### config.mk
export PLATFORM = sky130hd
export DESIGN_NAME = dvc_ram
export DESIGN_NICKNAME = d
export VERILOG_FILES = /design/src/hw/rtl/dvc_ram.sv
export SDC_FILE = /design/constraint.sdc
export NUM_CORES = 1
export LEC_CHECK = 0
export ABC_AREA = 1
export BUFFER_PORTS_ARGS = -buffer_cell sky130_fd_sc_hd__buf_2
export CORE_ASPECT_RATIO = 0.75
export CORE_MARGIN = 2
export CORE_UTILIZATION = 55
export DETAILED_ROUTE_END_ITERATION = 10
export PLACE_DENSITY = 0.75
export REMOVE_ABC_BUFFERS = 1
export SYNTH_ARGS = -nofsm -noshare
export SYNTH_HDL_FRONTEND = slang
export SYNTH_SLANG_ARGS = --single-unit
### constraint.sdc
create_clock -name clk -period 1.2 [get_ports clk]
set_clock_uncertainty 0.2 [all_clocks]
set_input_delay 0.06 -clock clk [delete_from_list [all_inputs] [get_ports clk]]
set_output_delay 0.06 -clock clk [all_outputs]
set_load 0.02 [all_outputs]
### src/hw/rtl/dvc_ram.sv
// Generic single-write, single-read RAM with registered read data.
// Holds the pointer history ring; no dependencies.
module dvc_ram #(
  parameter int WIDTH = 8,
  parameter int DEPTH = 16
) (
  input  logic                     clk,
  input  logic                     we,
  input  logic [$clog2(DEPTH)-1:0] waddr,
  input  logic [WIDTH-1:0]         wdata,
  input  logic [$clog2(DEPTH)-1:0] raddr,
  output logic [WIDTH-1:0]         rdata
);

  logic [WIDTH-1:0] mem [DEPTH];

  always_ff @(posedge clk) begin
    if (we) begin
      mem[waddr] <= wdata;
    end
    rdata <= mem[raddr];
  end

endmodule

==> results by group <==
Outcome
  • Outcome: finished, final reports clean

Placed design
  • Post-DP HPWL: 7.74 mm
  • Final GP Congestion: 0.861
  • Setup WS pre-CTS: -109 ps
  • DP Area: 6160 sq um
  • Input/output buffers: 25
  • Placed Cells: 717

Logic synthesis
  • Xor-xnor portion of the synthesized cell area: 0%
  • Mapped Cells: 551
  • Adder-cell share of the synthesized area: 0%
  • Largest cells by area after synthesis: edfxtp_1, nand2_1, nand3_1, inv_1, dfxtp_1
  • Combinational family with the most area after synthesis: simple AND/OR/NAND/NOR gates
  • Avg Cell Area, Syn: 10.5 sq um
  • Yosys top cell area share: 66.7%
  • Synth Area in Compound Gates: 0%
  • Leading area contributor after synthesis: edfxtp_1
  • Register area share after synthesis: 69.4%
  • Yosys cell types: 12
  • Synth Area in Simple Gates: 21.0%
  • Mux share of post-synthesis cell area: 0%
  • Synth Register Bits: 136
  • Post-synth design cell area: 5770 sq um
  • Synth warnings: 0

STA
  • Final Cycle Share: 97.6%
  • RSZ-0062 raised after global routing: true
  • Post-route minimum period: 1170 ps
  • Final setup vio count: 0
  • Final Hold Viols: 0
  • Highest Clock Rate: 854 MHz
  • Smallest setup slack after layout: 28.6 ps
  • Pins Over Slew Limit: 0
  • Normalized max-slew margin: 72.0%
  • Least-Margin Pin Slew: 420 ps

Detailed routing
  • DRT Wirelength: 12.8 mm
  • First-pass DRT Iterations: 5
  • Routed vias/inst: 5.17
  • Total number of vias: 3952
  • Wire length per cell: 16.7 um
  • DRC Markers: 0
  • DR iter-0 viols: 525
  • Final ANT Viol Nets: 0

Critical path
  • Slowest-stage cell, CP: dfxtp_1
  • Max incr delay on CP: 350 ps
  • Worst path required time: 940 ps
  • Setup slack, reg-to-reg: 40 ps
  • Worst reg-to-reg path cell count: 6
  • Element type at the critical path end: primary output
  • FF-to-FF End: rdata[0]
  • Worst path top cell family by delay: flip-flops
  • Worst path depth: 1
  • Crit path buf inv count: 1
  • CP cell instances: buf_4
  • Critical path arrival: 910 ps
  • Classification of the worst setup path: reg -> out
  • Max FO, Critical Path: 1
  • Reg2reg start: mem[6][0]
  • Startpoint Class: register
  • CP startpoint: rdata[4]

CTS
  • # H-tree levels: 4
  • Clk sink count: 136
  • Clock buffer depth: 2
  • Setup Buffers After CTS: 0
  • Clock-pin slew on the worst setup and hold paths: 60 ps
  • Root buf cell: clkbuf_16
  • Worst skew pair latency: 420 ps
  • CTS tree: yes
  • TritonCTS Buffers: 17

Flow run
  • MaxCap Viol Count: 0

Global routing
  • Number of global-route vias before repair: 3740
  • Pin count of the biggest net entering global routing: 46
  • Initial antenna violation count: 2
  • All-Layer GR Usage: 24.2%
  • Global route overflow: 0
  • First-pass GRT wire length: 19.8 mm

Worst hold path
  • Hold Crit Class: in -> reg
  • Startpoint of the lowest-slack hold path: raddr[1]
  • Hold EP: rdata[2]
  • Hold depth: 7

Finish
  • Post-layout net count: 631
  • Util after Layout: 68.3%
  • Area Overhead vs Synth: 21.4%
  • Layout cells sized above 1: 16.0%
  • Final Cell Area: 7000 sq um
  • Fill cells: 739
  • Non-Filler Instances: 764

Floorplan
  • DIE HEIGHT: 92.7 um
  • Initial Util: 56.3%
  • I/O pins: 26
  • Num rows: 32
  • Die area: 11300 sq um
  • Horiz. Die Dim: 122 um
  • Core area: 10200 sq um

Power and ir drop
  • Pleak: 3.06 nW
  • Peak supply drop: 1.15 mV
  • Overall power: 11.6 mW
  • Pwr/cell area: 1650 nW/um^2
-- kinds of logic after synthesis --
kind of cell           Yosys count
AND/OR/NAND/NOR                289
flip-flops                     136
buffers and inverters          126
-- worst max-delay path by stage --
stage                to
3_5_place_dp   rdata[0]
3_3_place_gp   rdata[0]
5_1_grt        rdata[1]
4_1_cts        rdata[4]
6_report       rdata[4]
2_1_floorplan  rdata[2]
-- layout make-up --
cell class | instances | area (sq um) | area share (%)
inverters | 102 | 385 | 5.51
diodes | 2 | 5.00 | 0.0715
well taps | 136 | 170 | 2.43
flip-flops and latches | 136 | 4000 | 57.2
clock inverters | 15 | 199 | 2.84
repair buffers | 67 | 549 | 7.85
multi-input cells | 289 | 1260 | 18.0
clock buffers | 17 | 425 | 6.08
-- cells in the mapped netlist --
master,number
nand2_1,173
buf_2,13
inv_2,2
buf_6,6
buf_1,1
nor2_1,17
buf_4,4
inv_1,100
nand3_1,97
dfxtp_1,8
nand3b_1,2
edfxtp_1,128
-- state kept, by name, indices dropped and copies added (netlist names) --
register / flops
rdata: 8
mem: 128
-- layout by cell type (no fill, tap or decap), drive strengths merged --
cell type and instances:
nor2 17, clkinv 5, clkbuf 18, bufinv 4, dlygate4sd3 12, nand3 97, diode 2, clkinvlp 3
buf 54, edfxtp 128, inv 105, nand3b 2, dfxtp 8, nand2 173
-- stage by stage --
stage / TNS (ps) / hold slack, ps
global route: -24.5 / 99.7
finish: 0 / 47.5
detailed placement: -2700 / 261
CTS: 0 / 26.4
global placement: -1360 / 249
floorplan: -962 / -41.1
-- timing repair --
| action | CTS | global route |
|---|---|---|
| pin swaps | 0 | 3 |
| hold endpoints to repair | 136 | 0 |
| resized for setup | 5 | 14 |
| endpoints found under the setup margin | 3 | 8 |
| hold buffers | 12 | 0 |
| cloned | 0 | 1 |
-- where the power goes --
part	internal [mW]	switching, mW	total, mW	leakage (nW)
combinational	0.263	0.491	0.755	1.54
sequential	5.31	0.0324	5.34	1.22
clock	3.48	1.98	5.46	0.295
-- metal layers --
layer / GRT usage (%) / wire, um / up-vias
li1: - / - / 1905
met5: 0 / 0 / -
met2: 36.4 / 5790 / 186
met4: 8.43 / 291 / 0
met3: 6.71 / 1240 / 24
met1: 34.1 / 5470 / 1837
Note: power is estimated with default switching activity, not from simulation.
