### config.mk
export PLATFORM = sky130hd
export DESIGN_NAME = dvc_sqrt
export DESIGN_NICKNAME = d
export VERILOG_FILES = /design/src/hw/rtl/dvc_pkg.sv /design/src/hw/rtl/dvc_sqrt.sv
export SDC_FILE = /design/constraint.sdc
export NUM_CORES = 1
export LEC_CHECK = 0
export BUFFER_PORTS_ARGS = -buffer_cell sky130_fd_sc_hd__buf_2
export CAP_MARGIN = 20
export CORE_MARGIN = 2
export CORE_UTILIZATION = 50
export DETAILED_ROUTE_END_ITERATION = 12
export PLACE_DENSITY = 0.76
export SETUP_SLACK_MARGIN = 0.15
export SLEW_MARGIN = 20
export SYNTH_ARGS = -nofsm -noshare
export SYNTH_HDL_FRONTEND = slang
export SYNTH_SLANG_ARGS = --single-unit
### constraint.sdc
create_clock -name clk -period 3.84 [get_ports clk]
set_input_delay 0.768 -clock clk [delete_from_list [all_inputs] [get_ports clk]]
set_output_delay 0.768 -clock clk [all_outputs]
set_load 0.005 [all_outputs]
### src/hw/rtl/dvc_pkg.sv
// Shared types, widths, codes and reset values for the drag velocity and
// coasting block. Used by dvc_div, dvc_sqrt and drag_velocity_and_coasting; depends on nothing.
package dvc_pkg;

  // History ring
  localparam int HIST_DEPTH = 16;
  localparam int IDX_W      = $clog2(HIST_DEPTH);
  localparam int CNT_W      = $clog2(HIST_DEPTH + 1);

  // Field widths
  localparam int OP_W   = 2;
  localparam int POS_W  = 16;
  localparam int TS_W   = 32;
  localparam int DMS_W  = 10;
  localparam int DLT_W  = 16;
  localparam int VEL_W  = 24;
  localparam int HLEN_W = 5;
  localparam int CFG_W  = 23;
  localparam int CFG_AW = 2;
  localparam int IN_W   = 80;
  localparam int OUT_W  = 80;
  localparam int RAM_W  = 2 * POS_W + TS_W;

  // Register indexes
  localparam logic [CFG_AW-1:0] CFG_HIST_LEN = 2'd0;
  localparam logic [CFG_AW-1:0] CFG_THRESH   = 2'd1;
  localparam logic [CFG_AW-1:0] CFG_FRICTION = 2'd2;

  // Register reset values
  localparam logic [HLEN_W-1:0] HLEN_RST = 5'd5;
  localparam logic [CFG_W-1:0]  THR_RST  = 23'd3200;
  localparam logic [CFG_W-1:0]  FRIC_RST = 23'd16000;

  localparam int MS_PER_S = 1000;

  // Shared multiplier
  localparam int MUL_W = 24;
  localparam int DEC_W = CFG_W + DMS_W;

  // Serial divider: quotient bits, divisor bits, dividend bits
  localparam int DIV_QW = 27;
  localparam int DIV_DW = 34;
  localparam int DIV_NW = DIV_QW + DIV_DW;
  localparam int DIV_CW = $clog2(DIV_QW + 1);

  // Serial square root
  localparam int SQ_NW = 48;
  localparam int SQ_RW = SQ_NW / 2;
  localparam int SQ_CW = $clog2(SQ_RW + 1);

  typedef enum logic [OP_W-1:0] {
    OP_START = 2'd0,
    OP_MOVE  = 2'd1,
    OP_END   = 2'd2,
    OP_TICK  = 2'd3
  } op_t;

  typedef enum logic [4:0] {
    S_IDLE,
    S_DISPATCH,
    S_VEL_CHK,
    S_VEL_RD,
    S_VEL_DIV,
    S_SQ_X,
    S_SQ_Y,
    S_SQ_TH,
    S_CMP,
    S_TK_DEC,
    S_TK_SQX,
    S_TK_SQY,
    S_TK_SQS,
    S_TK_SQW,
    S_TK_CHK,
    S_TK_P0,
    S_TK_P1,
    S_TK_P2,
    S_TK_P3,
    S_TK_P4,
    S_TK_QW,
    S_TK_D0,
    S_TK_D1,
    S_TK_D2,
    S_TK_DW,
    S_DONE
  } state_t;

  typedef struct packed {
    logic              start;
    logic [DIV_NW-1:0] dividend;
    logic [DIV_DW-1:0] divisor;
  } div_req_t;

  typedef struct packed {
    logic              done;
    logic [DIV_QW-1:0] quotient;
  } div_rsp_t;

  typedef struct packed {
    logic             start;
    logic [SQ_NW-1:0] radicand;
  } sq_req_t;

  typedef struct packed {
    logic             done;
    logic [SQ_RW-1:0] root;
  } sq_rsp_t;

endpackage

### src/hw/rtl/dvc_sqrt.sv
// Digit-serial integer square root, two radicand bits per cycle.
// Depends on dvc_pkg; returns floor(sqrt(radicand)).
module dvc_sqrt (
  input  logic             clk,
  input  logic             rst,
  input  dvc_pkg::sq_req_t req,
  output dvc_pkg::sq_rsp_t rsp
);

  logic [dvc_pkg::SQ_NW-1:0] rad;
  logic [dvc_pkg::SQ_RW+1:0] rem;
  logic [dvc_pkg::SQ_RW-1:0] root;
  logic [dvc_pkg::SQ_CW-1:0] cnt;
  logic                      done;
  logic [dvc_pkg::SQ_RW+3:0] cur;
  logic [dvc_pkg::SQ_RW+3:0] trial;
  logic                      ge;

  assign cur   = {rem, rad[dvc_pkg::SQ_NW-1:dvc_pkg::SQ_NW-2]};
  assign trial = {2'b00, root, 2'b01};
  assign ge    = cur >= trial;

  always_ff @(posedge clk) begin
    if (rst) begin
      cnt  <= '0;
      done <= 1'b0;
    end else begin
      done <= 1'b0;
      if (req.start) begin
        cnt <= dvc_pkg::SQ_CW'(dvc_pkg::SQ_RW);
      end else if (cnt != '0) begin
        cnt  <= cnt - 1'b1;
        done <= (cnt == dvc_pkg::SQ_CW'(1));
      end
    end
  end

  always_ff @(posedge clk) begin
    if (req.start) begin
      rad  <= req.radicand;
      rem  <= '0;
      root <= '0;
    end else if (cnt != '0) begin
      rad  <= {rad[dvc_pkg::SQ_NW-3:0], 2'b00};
      rem  <= ge ? (dvc_pkg::SQ_RW+2)'(cur - trial) : cur[dvc_pkg::SQ_RW+1:0];
      root <= {root[dvc_pkg::SQ_RW-2:0], ge};
    end
  end

  assign rsp.done = done;
  assign rsp.root = root;

endmodule

==> results.md <==
* Outcome: completed
* Share of cells above drive strength 1 at 27.6%
* Overall Global Routing Usage at 20.4%
* Leak Pwr at 2.65 nW
* Initial core utilization at 51.7%
* IO Count at 76
* Remaining global-route overflow at 0
* Pre-CTS WS at 0.815 ns
* Tcrit/Tclk final at 79.1%
* Most frequent CP cell: a31oi_4
* Root buf cell: clkbuf_16
* Skew-Pair Late Insertion Delay at 0.35 ns
* Largest net degree at the start of global routing at 66
* Max Clock Freq at 329 MHz
* Yosys warning total at 0
* Via Count at 4631
* Total Power at 0.00534 W
* CP max stage cell: o21ai_4
* Post-synthesis sequential area ratio at 42.9%
* Die H at 113 um
* Syn Std Cell Area at 5980 um^2
* Worst EP arrival at 3.29 ns
* Worst-path cell chain: inv_1 > ha_1 > nor2b_4 > o311ai_2 > a31oi_4 > o2111ai_4 > a31oi_4 > o21ai_4 > nor2_1 > a211oi_1
* Synth Instances at 604
* Global-route wire length before repair at 21500 um
* Top-count cell post-synth: nand2_1
* Mean routed wirelength per cell at 15.4 um
* DRT Pass-1 Iters at 4
* Die width at 113 um
* Total routed wirelength at 12500 um
* Hold Vio Cnt, Final at 0
* Area Overhead vs Synth at 12.5%
* Post-CTS setup buffer count at 0
* Clock slew at reported path FFs at 0.07 ns
* Routed Antenna Nets at 0
* Final setup margin at 0.803 ns
* Iter 0 DRT Violations at 228
* Post-synth top flop: dfxtp_1
* Avg Inst Size Synth at 9.89 um^2
* CP required at 4.10 ns
* Area leader, netlist: edfxtp_1
* Synth top cells by count: nand2_1 (76), dfxtp_1 (56), a21oi_1 (53), edfxtp_1 (48), mux2_2 (46)
* Gpl congestion at 0.895
* Die area at 12800 um^2
* Port Buf Inserts at 75
* CTS Buffer Depth at 2
* Crit Path Category: reg -> reg
* Largest stage delay on the critical path at 0.54 ns
* Max-slew violation count at 0
* Net count after synthesis at 684
* HPWL after detailed placement at 8770 um
* Yosys cell types at 66
* Worst setup EP type: register
* Drt drc at 0
* TNS Setup at 0 ns
* Worst relative slew slack at 46.5%
* CTS tree: yes
* Core Rows at 39
* Seq cells post-synth at 104
* Top cell type's share of synthesized area at 24.1%
* Hold-fix buffers, CTS at 0
* CTS buffer count at 9
* Post-cts sizing count at 0
* Max Cap Violations at 0
* Vias in the first global route at 4613
* Highest net fanout along the worst path at 19
* CTS H-tree lvls at 3
* Core area at 11600 um^2
* Setup crit start kind: register
* Initial antenna violation count at 0
* Worst slew pin tran at 0.803 ns
* Worst hold path class: reg -> reg
* Clk_skew at 0.00801 ns
* Hold WS at 0.481 ns
* PD cells at 795 nW/um^2
* Final worst path period need at 3.04 ns
* RSZ-0062 raised after global routing: false
* Max rail drop VDD at 0.322 mV
* Top post-synthesis cells by area: edfxtp_1 (24%), dfxtp_1 (19%), mux2_2 (8.7%)
* Total clock sinks at 104
* Asr flop ratio synth at 0%
* Fill cell count at 968
* Setup-failing EPs final at 0
* Final #Nets at 745
* Post-synth EDFFs at 48
* Via/cell ratio at 5.69
-- per-stage QoR --
| step | utilization [%] | instance area, um^2 | std cells |
|---|---|---|---|
| global placement | 55.5 | 6420 | 797 |
| floorplan | - | 5980 | 604 |
| finish | 58.1 | 6720 | 814 |
| global route | 58.1 | 6720 | 813 |
| CTS | 58.1 | 6720 | 813 |
| detailed placement | 55.5 | 6420 | 797 |
-- metal layers --
layer	vias up	part of all wire [%]	global-route usage, %	routed length (um)
li1	2308	-	-	-
met1	2196	45	26.4	5570
met2	109	48	33.4	5980
met3	18	5.6	4.87	700
met4	0	2.0	7.80	250
met5	-	0	0	0
-- power by group --
| group | internal [W] | switching [W] | leakage, nW | total (W) |
|---|---|---|---|---|
| Sequential | 0.00141 | 0.000148 | 0.960 | 0.00156 |
| Clock | 0.000515 | 0.000432 | 0.149 | 0.000947 |
| Combinational | 0.00119 | 0.00164 | 1.54 | 0.00283 |
-- cell families (layout without fill, tap and decap cells) --
logic type / count (synthesis) / count (layout) / share of synthesized area (%)
buffers and inverters: 68 / 134 / 5.21
XOR/XNOR: 21 / 21 / 3.08
multiplexers: 48 / 48 / 9.00
AND/OR/NAND/NOR: 200 / 200 / 17.9
flip-flops: 104 / 104 / 42.9
other: 0 / 1 / 0
AO/OA/AOI/OAI: 134 / 134 / 15.9
adder cells (fa/ha/maj): 29 / 29 / 6.07
-- path summary, 6_finish.rpt --
check,startpoint,endpoint,slack [ns],depth (start not counted)
worst min-delay path,root[9]$_SDFFE_PP0P_,root[9]$_SDFFE_PP0P_,0.48,2
worst max-delay path,root[0]$_SDFFE_PP0P_,rem[9]$_SDFFE_PP0P_,0.80,10
worst max register to register,root[0]$_SDFFE_PP0P_,rem[9]$_SDFFE_PP0P_,0.80,10
worst min register to register,root[9]$_SDFFE_PP0P_,root[9]$_SDFFE_PP0P_,0.48,2
-- worst max-delay path, delay by kind of cell (launching register included) --
family / cells / cell delay [ns]
buf+inv: 1 / 0.08
simple gates: 2 / 0.35
flops: 1 / 0.36
fa+ha+maj: 1 / 0.36
compound gates: 6 / 1.81
-- cell usage in the layout, fill, tap and decap left out, types with 8 or more instances in the layout --
cell and n:
ha_1 29, nand2_1 75, buf_4 8, nor3_1 28, a211oi_1 8, mux2_2 46, o21ai_0 17, dfxtp_1 56
a21o_1 8, buf_2 74, xnor2_1 14, inv_1 36, nor4_2 12, edfxtp_1 48, clkbuf_16 9, nor2_1 35
nor3_2 10, a21oi_1 53
-- area by class of cell --
cell class              instances  area, um^2  area share, %
inverters                      36         135           2.01
well taps                     143         179           2.66
flip-flops and latches        104        2560           38.1
diodes                          1        2.50         0.0372
clock buffers                   9         225           3.35
multi-input cells             432        3110           46.3
repair buffers                 82         430           6.40
clock inverters                 7        77.6           1.15
-- state kept, by name, indices dropped and copies added (netlist names) --
register,count
cnt,5
done,1
rad,48
rem,26
root,24
Note: power is estimated with default switching activity, not from simulation.
