--- src/hw/rtl/dvc_pkg.sv ---
// Shared types, widths, codes and reset values for the drag velocity and
// coasting block. Used by dvc_div, dvc_sqrt and drag_velocity_and_coasting; depends on nothing.
package dvc_pkg;

  // History ring
  localparam int HIST_DEPTH = 16;
  localparam int IDX_W      = $clog2(HIST_DEPTH);
  localparam int CNT_W      = $clog2(HIST_DEPTH + 1);

  // Field widths
  localparam int OP_W   = 2;
  localparam int POS_W  = 16;
  localparam int TS_W   = 32;
  localparam int DMS_W  = 10;
  localparam int DLT_W  = 16;
  localparam int VEL_W  = 24;
  localparam int HLEN_W = 5;
  localparam int CFG_W  = 23;
  localparam int CFG_AW = 2;
  localparam int IN_W   = 80;
  localparam int OUT_W  = 80;
  localparam int RAM_W  = 2 * POS_W + TS_W;

  // Register indexes
  localparam logic [CFG_AW-1:0] CFG_HIST_LEN = 2'd0;
  localparam logic [CFG_AW-1:0] CFG_THRESH   = 2'd1;
  localparam logic [CFG_AW-1:0] CFG_FRICTION = 2'd2;

  // Register reset values
  localparam logic [HLEN_W-1:0] HLEN_RST = 5'd5;
  localparam logic [CFG_W-1:0]  THR_RST  = 23'd3200;
  localparam logic [CFG_W-1:0]  FRIC_RST = 23'd16000;

  localparam int MS_PER_S = 1000;

  // Shared multiplier
  localparam int MUL_W = 24;
  localparam int DEC_W = CFG_W + DMS_W;

  // Serial divider: quotient bits, divisor bits, dividend bits
  localparam int DIV_QW = 27;
  localparam int DIV_DW = 34;
  localparam int DIV_NW = DIV_QW + DIV_DW;
  localparam int DIV_CW = $clog2(DIV_QW + 1);

  // Serial square root
  localparam int SQ_NW = 48;
  localparam int SQ_RW = SQ_NW / 2;
  localparam int SQ_CW = $clog2(SQ_RW + 1);

  typedef enum logic [OP_W-1:0] {
    OP_START = 2'd0,
    OP_MOVE  = 2'd1,
    OP_END   = 2'd2,
    OP_TICK  = 2'd3
  } op_t;

  typedef enum logic [4:0] {
    S_IDLE,
    S_DISPATCH,
    S_VEL_CHK,
    S_VEL_RD,
    S_VEL_DIV,
    S_SQ_X,
    S_SQ_Y,
    S_SQ_TH,
    S_CMP,
    S_TK_DEC,
    S_TK_SQX,
    S_TK_SQY,
    S_TK_SQS,
    S_TK_SQW,
    S_TK_CHK,
    S_TK_P0,
    S_TK_P1,
    S_TK_P2,
    S_TK_P3,
    S_TK_P4,
    S_TK_QW,
    S_TK_D0,
    S_TK_D1,
    S_TK_D2,
    S_TK_DW,
    S_DONE
  } state_t;

  typedef struct packed {
    logic              start;
    logic [DIV_NW-1:0] dividend;
    logic [DIV_DW-1:0] divisor;
  } div_req_t;

  typedef struct packed {
    logic              done;
    logic [DIV_QW-1:0] quotient;
  } div_rsp_t;

  typedef struct packed {
    logic             start;
    logic [SQ_NW-1:0] radicand;
  } sq_req_t;

  typedef struct packed {
    logic             done;
    logic [SQ_RW-1:0] root;
  } sq_rsp_t;

endpackage

--- src/hw/rtl/dvc_div.sv ---
// Bit-serial restoring divider, one quotient bit per cycle.
// Depends on dvc_pkg; the caller keeps dividend / divisor below 2**DIV_QW.
module dvc_div (
  input  logic             clk,
  input  logic             rst,
  input  dvc_pkg::div_req_t req,
  output dvc_pkg::div_rsp_t rsp
);

  logic [dvc_pkg::DIV_DW-1:0] rem;
  logic [dvc_pkg::DIV_DW-1:0] dsr;
  logic [dvc_pkg::DIV_QW-1:0] low;
  logic [dvc_pkg::DIV_CW-1:0] cnt;
  logic                       done;
  logic [dvc_pkg::DIV_DW:0]   shifted;
  logic [dvc_pkg::DIV_DW:0]   diff;
  logic                       ge;

  assign shifted = {rem, low[dvc_pkg::DIV_QW-1]};
  assign ge      = shifted >= {1'b0, dsr};
  assign diff    = shifted - {1'b0, dsr};

  always_ff @(posedge clk) begin
    if (rst) begin
      cnt  <= '0;
      done <= 1'b0;
    end else begin
      done <= 1'b0;
      if (req.start) begin
        cnt <= dvc_pkg::DIV_CW'(dvc_pkg::DIV_QW);
      end else if (cnt != '0) begin
        cnt  <= cnt - 1'b1;
        done <= (cnt == dvc_pkg::DIV_CW'(1));
      end
    end
  end

  // Quotient bits shift into the low word as dividend bits leave it
  always_ff @(posedge clk) begin
    if (req.start) begin
      rem <= req.dividend[dvc_pkg::DIV_NW-1:dvc_pkg::DIV_QW];
      low <= req.dividend[dvc_pkg::DIV_QW-1:0];
      dsr <= req.divisor;
    end else if (cnt != '0) begin
      rem <= ge ? diff[dvc_pkg::DIV_DW-1:0] : shifted[dvc_pkg::DIV_DW-1:0];
      low <= {low[dvc_pkg::DIV_QW-2:0], ge};
    end
  end

  assign rsp.done     = done;
  assign rsp.quotient = low;

endmodule

--- config.mk ---
export PLATFORM = sky130hd
export DESIGN_NAME = dvc_div
export DESIGN_NICKNAME = d
export VERILOG_FILES = /design/src/hw/rtl/dvc_pkg.sv /design/src/hw/rtl/dvc_div.sv
export SDC_FILE = /design/constraint.sdc
export NUM_CORES = 1
export LEC_CHECK = 0
export BUFFER_PORTS_ARGS = -buffer_cell sky130_fd_sc_hd__buf_4
export CELL_PAD_IN_SITES_DETAIL_PLACEMENT = 1
export CELL_PAD_IN_SITES_GLOBAL_PLACEMENT = 2
export CORE_MARGIN = 1.5
export CORE_UTILIZATION = 25
export DETAILED_ROUTE_END_ITERATION = 10
export PLACE_DENSITY_LB_ADDON = 0.15
export SLEW_MARGIN = 20
export SYNTH_ARGS = -nofsm -noshare
export SYNTH_HDL_FRONTEND = slang
export SYNTH_SLANG_ARGS = --single-unit
--- constraint.sdc ---
create_clock -name clk -period 4.1 [get_ports clk]
set_clock_uncertainty 0.15 [all_clocks]
set_input_delay 1.025 -clock clk [delete_from_list [all_inputs] [get_ports clk]]
set_output_delay 1.025 -clock clk [all_outputs]
set_load 0.02 [all_outputs]
==> impl_results.md <==
- Syn nets: 719
- CTS buffer count: 9
- Share of the clock period used by the worst path: 0.861
- Prevailing post-synth register cell: sky130_fd_sc_hd__edfxtp_1
- Max Transition Viols Final: 0
- Die outline height: 161 µm
- Worst max-slew margin expressed relative to the limit: 0.545
- Worst IR Drop VDD: 207 µV
- Largest buffer count on any clock path: 2
- Synth async-reset ratio: 0
- Maximum level of the CTS H-tree: 3
- Cell area after technology mapping: 6230 µm²
- Quantity of I/O buffers inserted on ports: 125
- Run status: finished clean
- Count of endpoints failing hold in the final timing report: 0
- CTS tree: built
- Fin crit period: 3.53 ns
- Post-cts sizing count: 0
- Mean instance size in the synthesized netlist: 10.7 µm²
- # Max-Cap Violations: 0
- Worst setup EP type: flop
- PD cells: 676 nW/µm²
- Final standard cell count with taps included and fillers excluded: 1030
- Leakage power total: 3.27 nW
- Setup repair after global routing missed its margin: no
- Number of nets in the layout: 837
- CTS Root Cell: sky130_fd_sc_hd__clkbuf_16
- Initial DRC Count: 137
- Aggregate global routing overflow: 0
- Final ANT Viol Nets: 0
- Number of diodes added for antenna fixing: 0
- CORE AREA: 24400 µm²
- Cells after Synth: 583
- Chip width: 161 µm
- Detailed-route via count: 4697
- Post-CTS clock slew at the launch and capture registers of the worst setup and hold paths: 0.08 ns
- Detailed Route WL: 16600 µm
- Critical path type: flop to flop
- Sequential share of the synthesized area: 0.477
- Overall routing resource usage: 0.134
- Fmax: 283 MHz
- DRC violations left: 0
- Placement row count: 57
- Nature of the critical path startpoint: flop
- Antenna violations before repair: 0
- Insertion delay to the later sink of the worst-skew pair: 0.36 ns
- Required arrival time at the worst endpoint: 4.06 ns
- First-pass GRT wire length: 27600 µm
- Class of the most critical hold timing path: flop to flop
- Post-CTS setup buffer count: 0
- HPWL after detailed placement: 12600 µm
- Setup TNS after final layout: 0 ns
- Cell variety after synth: 56
- Routed wire per std cell: 16.1 µm
- Via count of the first global-routing pass: 5311
- Final Wtd Congestion: 0.742
- Hold buffers post-CTS: 0
- Count of filler cells inserted in the layout: 2788
- Hold depth: 1
- Clock sink total: 101
- Synth-to-layout area growth: 25.6%
- Tightest Pin Transition: 0.680 ns
- Total setup violations reported at the end of the flow: 0
- Total number of yosys warnings: 0
- Pre-Repair DR Iteration Count: 4
- Number of cell instances on the worst register-to-register path: 12
- EDFF count, synth: 95
- Initial cell density of the core: 0.255
- IO Pins: 126
- Data arrival time at the worst-slack endpoint: 3.49 ns
- Layout cells sized above 1: 0.296
- Number of cells in the design after placement: 1014
- Synthesis-stage register bit count: 101
- Total die area: 25900 µm²
- Detail-routed via count per cell: 4.56
- Crit Path Max Fanout: 3
- Maximum number of pins on one net before global-route repair: 47
[worst max-delay path, stage by stage, from the launching register on]
cell and delay [ns]:
sky130_fd_sc_hd__edfxtp_1 0.37, sky130_fd_sc_hd__inv_1 0.05, sky130_fd_sc_hd__ha_1 0.21, sky130_fd_sc_hd__fa_1 0.40, sky130_fd_sc_hd__nor2b_1 0.20, sky130_fd_sc_hd__o31ai_1 0.12
sky130_fd_sc_hd__a21oi_1 0.28, sky130_fd_sc_hd__a41oi_2 0.22, sky130_fd_sc_hd__o31ai_1 0.56, sky130_fd_sc_hd__a211oi_2 0.19, sky130_fd_sc_hd__xnor2_1 0.18, sky130_fd_sc_hd__o21ai_1 0.07
sky130_fd_sc_hd__mux2_2 0.27
[sequential cells by signal, indices dropped and copies added (netlist names)]
| name | count |
|---|---|
| dsr | 34 |
| low | 27 |
| done | 1 |
| rem | 34 |
| cnt | 5 |
[path summary, 6_finish.rpt]
check | start | to | slack, ns
max | low[26]$_DFFE_PP_ | rem[28]$_DFFE_PP_ | 0.57
min | cnt[4]$_SDFFE_PP0P_ | done$_SDFF_PP0_ | 0.37
max reg2reg | low[26]$_DFFE_PP_ | rem[28]$_DFFE_PP_ | 0.57
min reg2reg | cnt[4]$_SDFFE_PP0P_ | done$_SDFF_PP0_ | 0.37
[cells by family after synthesis]
logic type | count (synthesis) | synth area share
and+or+nand+nor | 141 | 0.106
DFF | 101 | 0.477
xor gates and xnor gates | 29 | 0.0408
AOI/OAI and AO/OA | 141 | 0.146
adders and majority gates | 38 | 0.0775
buffers and inverters | 77 | 0.0524
muxes | 56 | 0.0998
[synth_stat cells, drive strengths merged (7+ instances only)]
cell type  number  area share
xnor2          17       0.024
a21oi          42       0.034
xor2           12       0.017
edfxtp         95        0.46
nor3           10      0.0088
nor2           36       0.022
clkbuf         12      0.0072
nand2          53       0.032
o21ai          43       0.036
mux2i           7       0.011
ha             37       0.074
inv            52       0.031
nand4           9      0.0090
mux2           49       0.089
a21o           15       0.018
buf            13       0.014
a211oi          9       0.012
[report_power, final]
group	leakage [nW]	switching (mW)	total [mW]	internal [mW]
clock	0.149	0.467	0.901	0.434
sequential	1.02	0.147	1.62	1.47
combinational	2.10	1.58	2.76	1.18
total	3.27	2.19	5.29	3.09
[per-layer routing]
metal,wire length (µm),GRT usage,up-vias
met2,7650,0.221,96
met1,7680,0.167,2236
met4,185,0.0354,0
met5,0,0,-
li1,-,-,2355
met3,1050,0.0457,10
[placed cells by master (no fill, tap or decap), types with 12 or more instances in the layout]
master,count
sky130_fd_sc_hd__inv_1,52
sky130_fd_sc_hd__xor2_1,12
sky130_fd_sc_hd__edfxtp_1,95
sky130_fd_sc_hd__a21o_1,15
sky130_fd_sc_hd__mux2_2,49
sky130_fd_sc_hd__xnor2_1,17
sky130_fd_sc_hd__nand2_1,53
sky130_fd_sc_hd__ha_1,37
sky130_fd_sc_hd__o21ai_0,34
sky130_fd_sc_hd__nor2_1,36
sky130_fd_sc_hd__buf_4,131
sky130_fd_sc_hd__a21oi_1,41
[layout make-up]
| cell class | instances | area, µm² | area share |
|---|---|---|---|
| inverters | 52 | 195 | 0.0249 |
| flip-flops and latches | 101 | 2970 | 0.380 |
| well taps | 324 | 405 | 0.0518 |
| multi-input cells | 405 | 2950 | 0.377 |
| clock inverters | 7 | 72.6 | 0.00928 |
| clock buffers | 9 | 225 | 0.0288 |
| repair buffers | 132 | 1000 | 0.128 |
[stage by stage]
stage,hold WS [ns],setup WS [ns],power (mW),util,instance area (µm²)
floorplan,0.294,0.404,3.71,-,6230
global placement,0.334,0.650,4.41,0.308,7520
detailed placement,0.344,0.554,4.44,0.308,7520
CTS,0.361,0.529,5.39,0.321,7820
global route,0.422,0.228,5.76,0.321,7820
finish,0.374,0.568,5.29,0.321,7820
(Power assumes the default switching activity.)
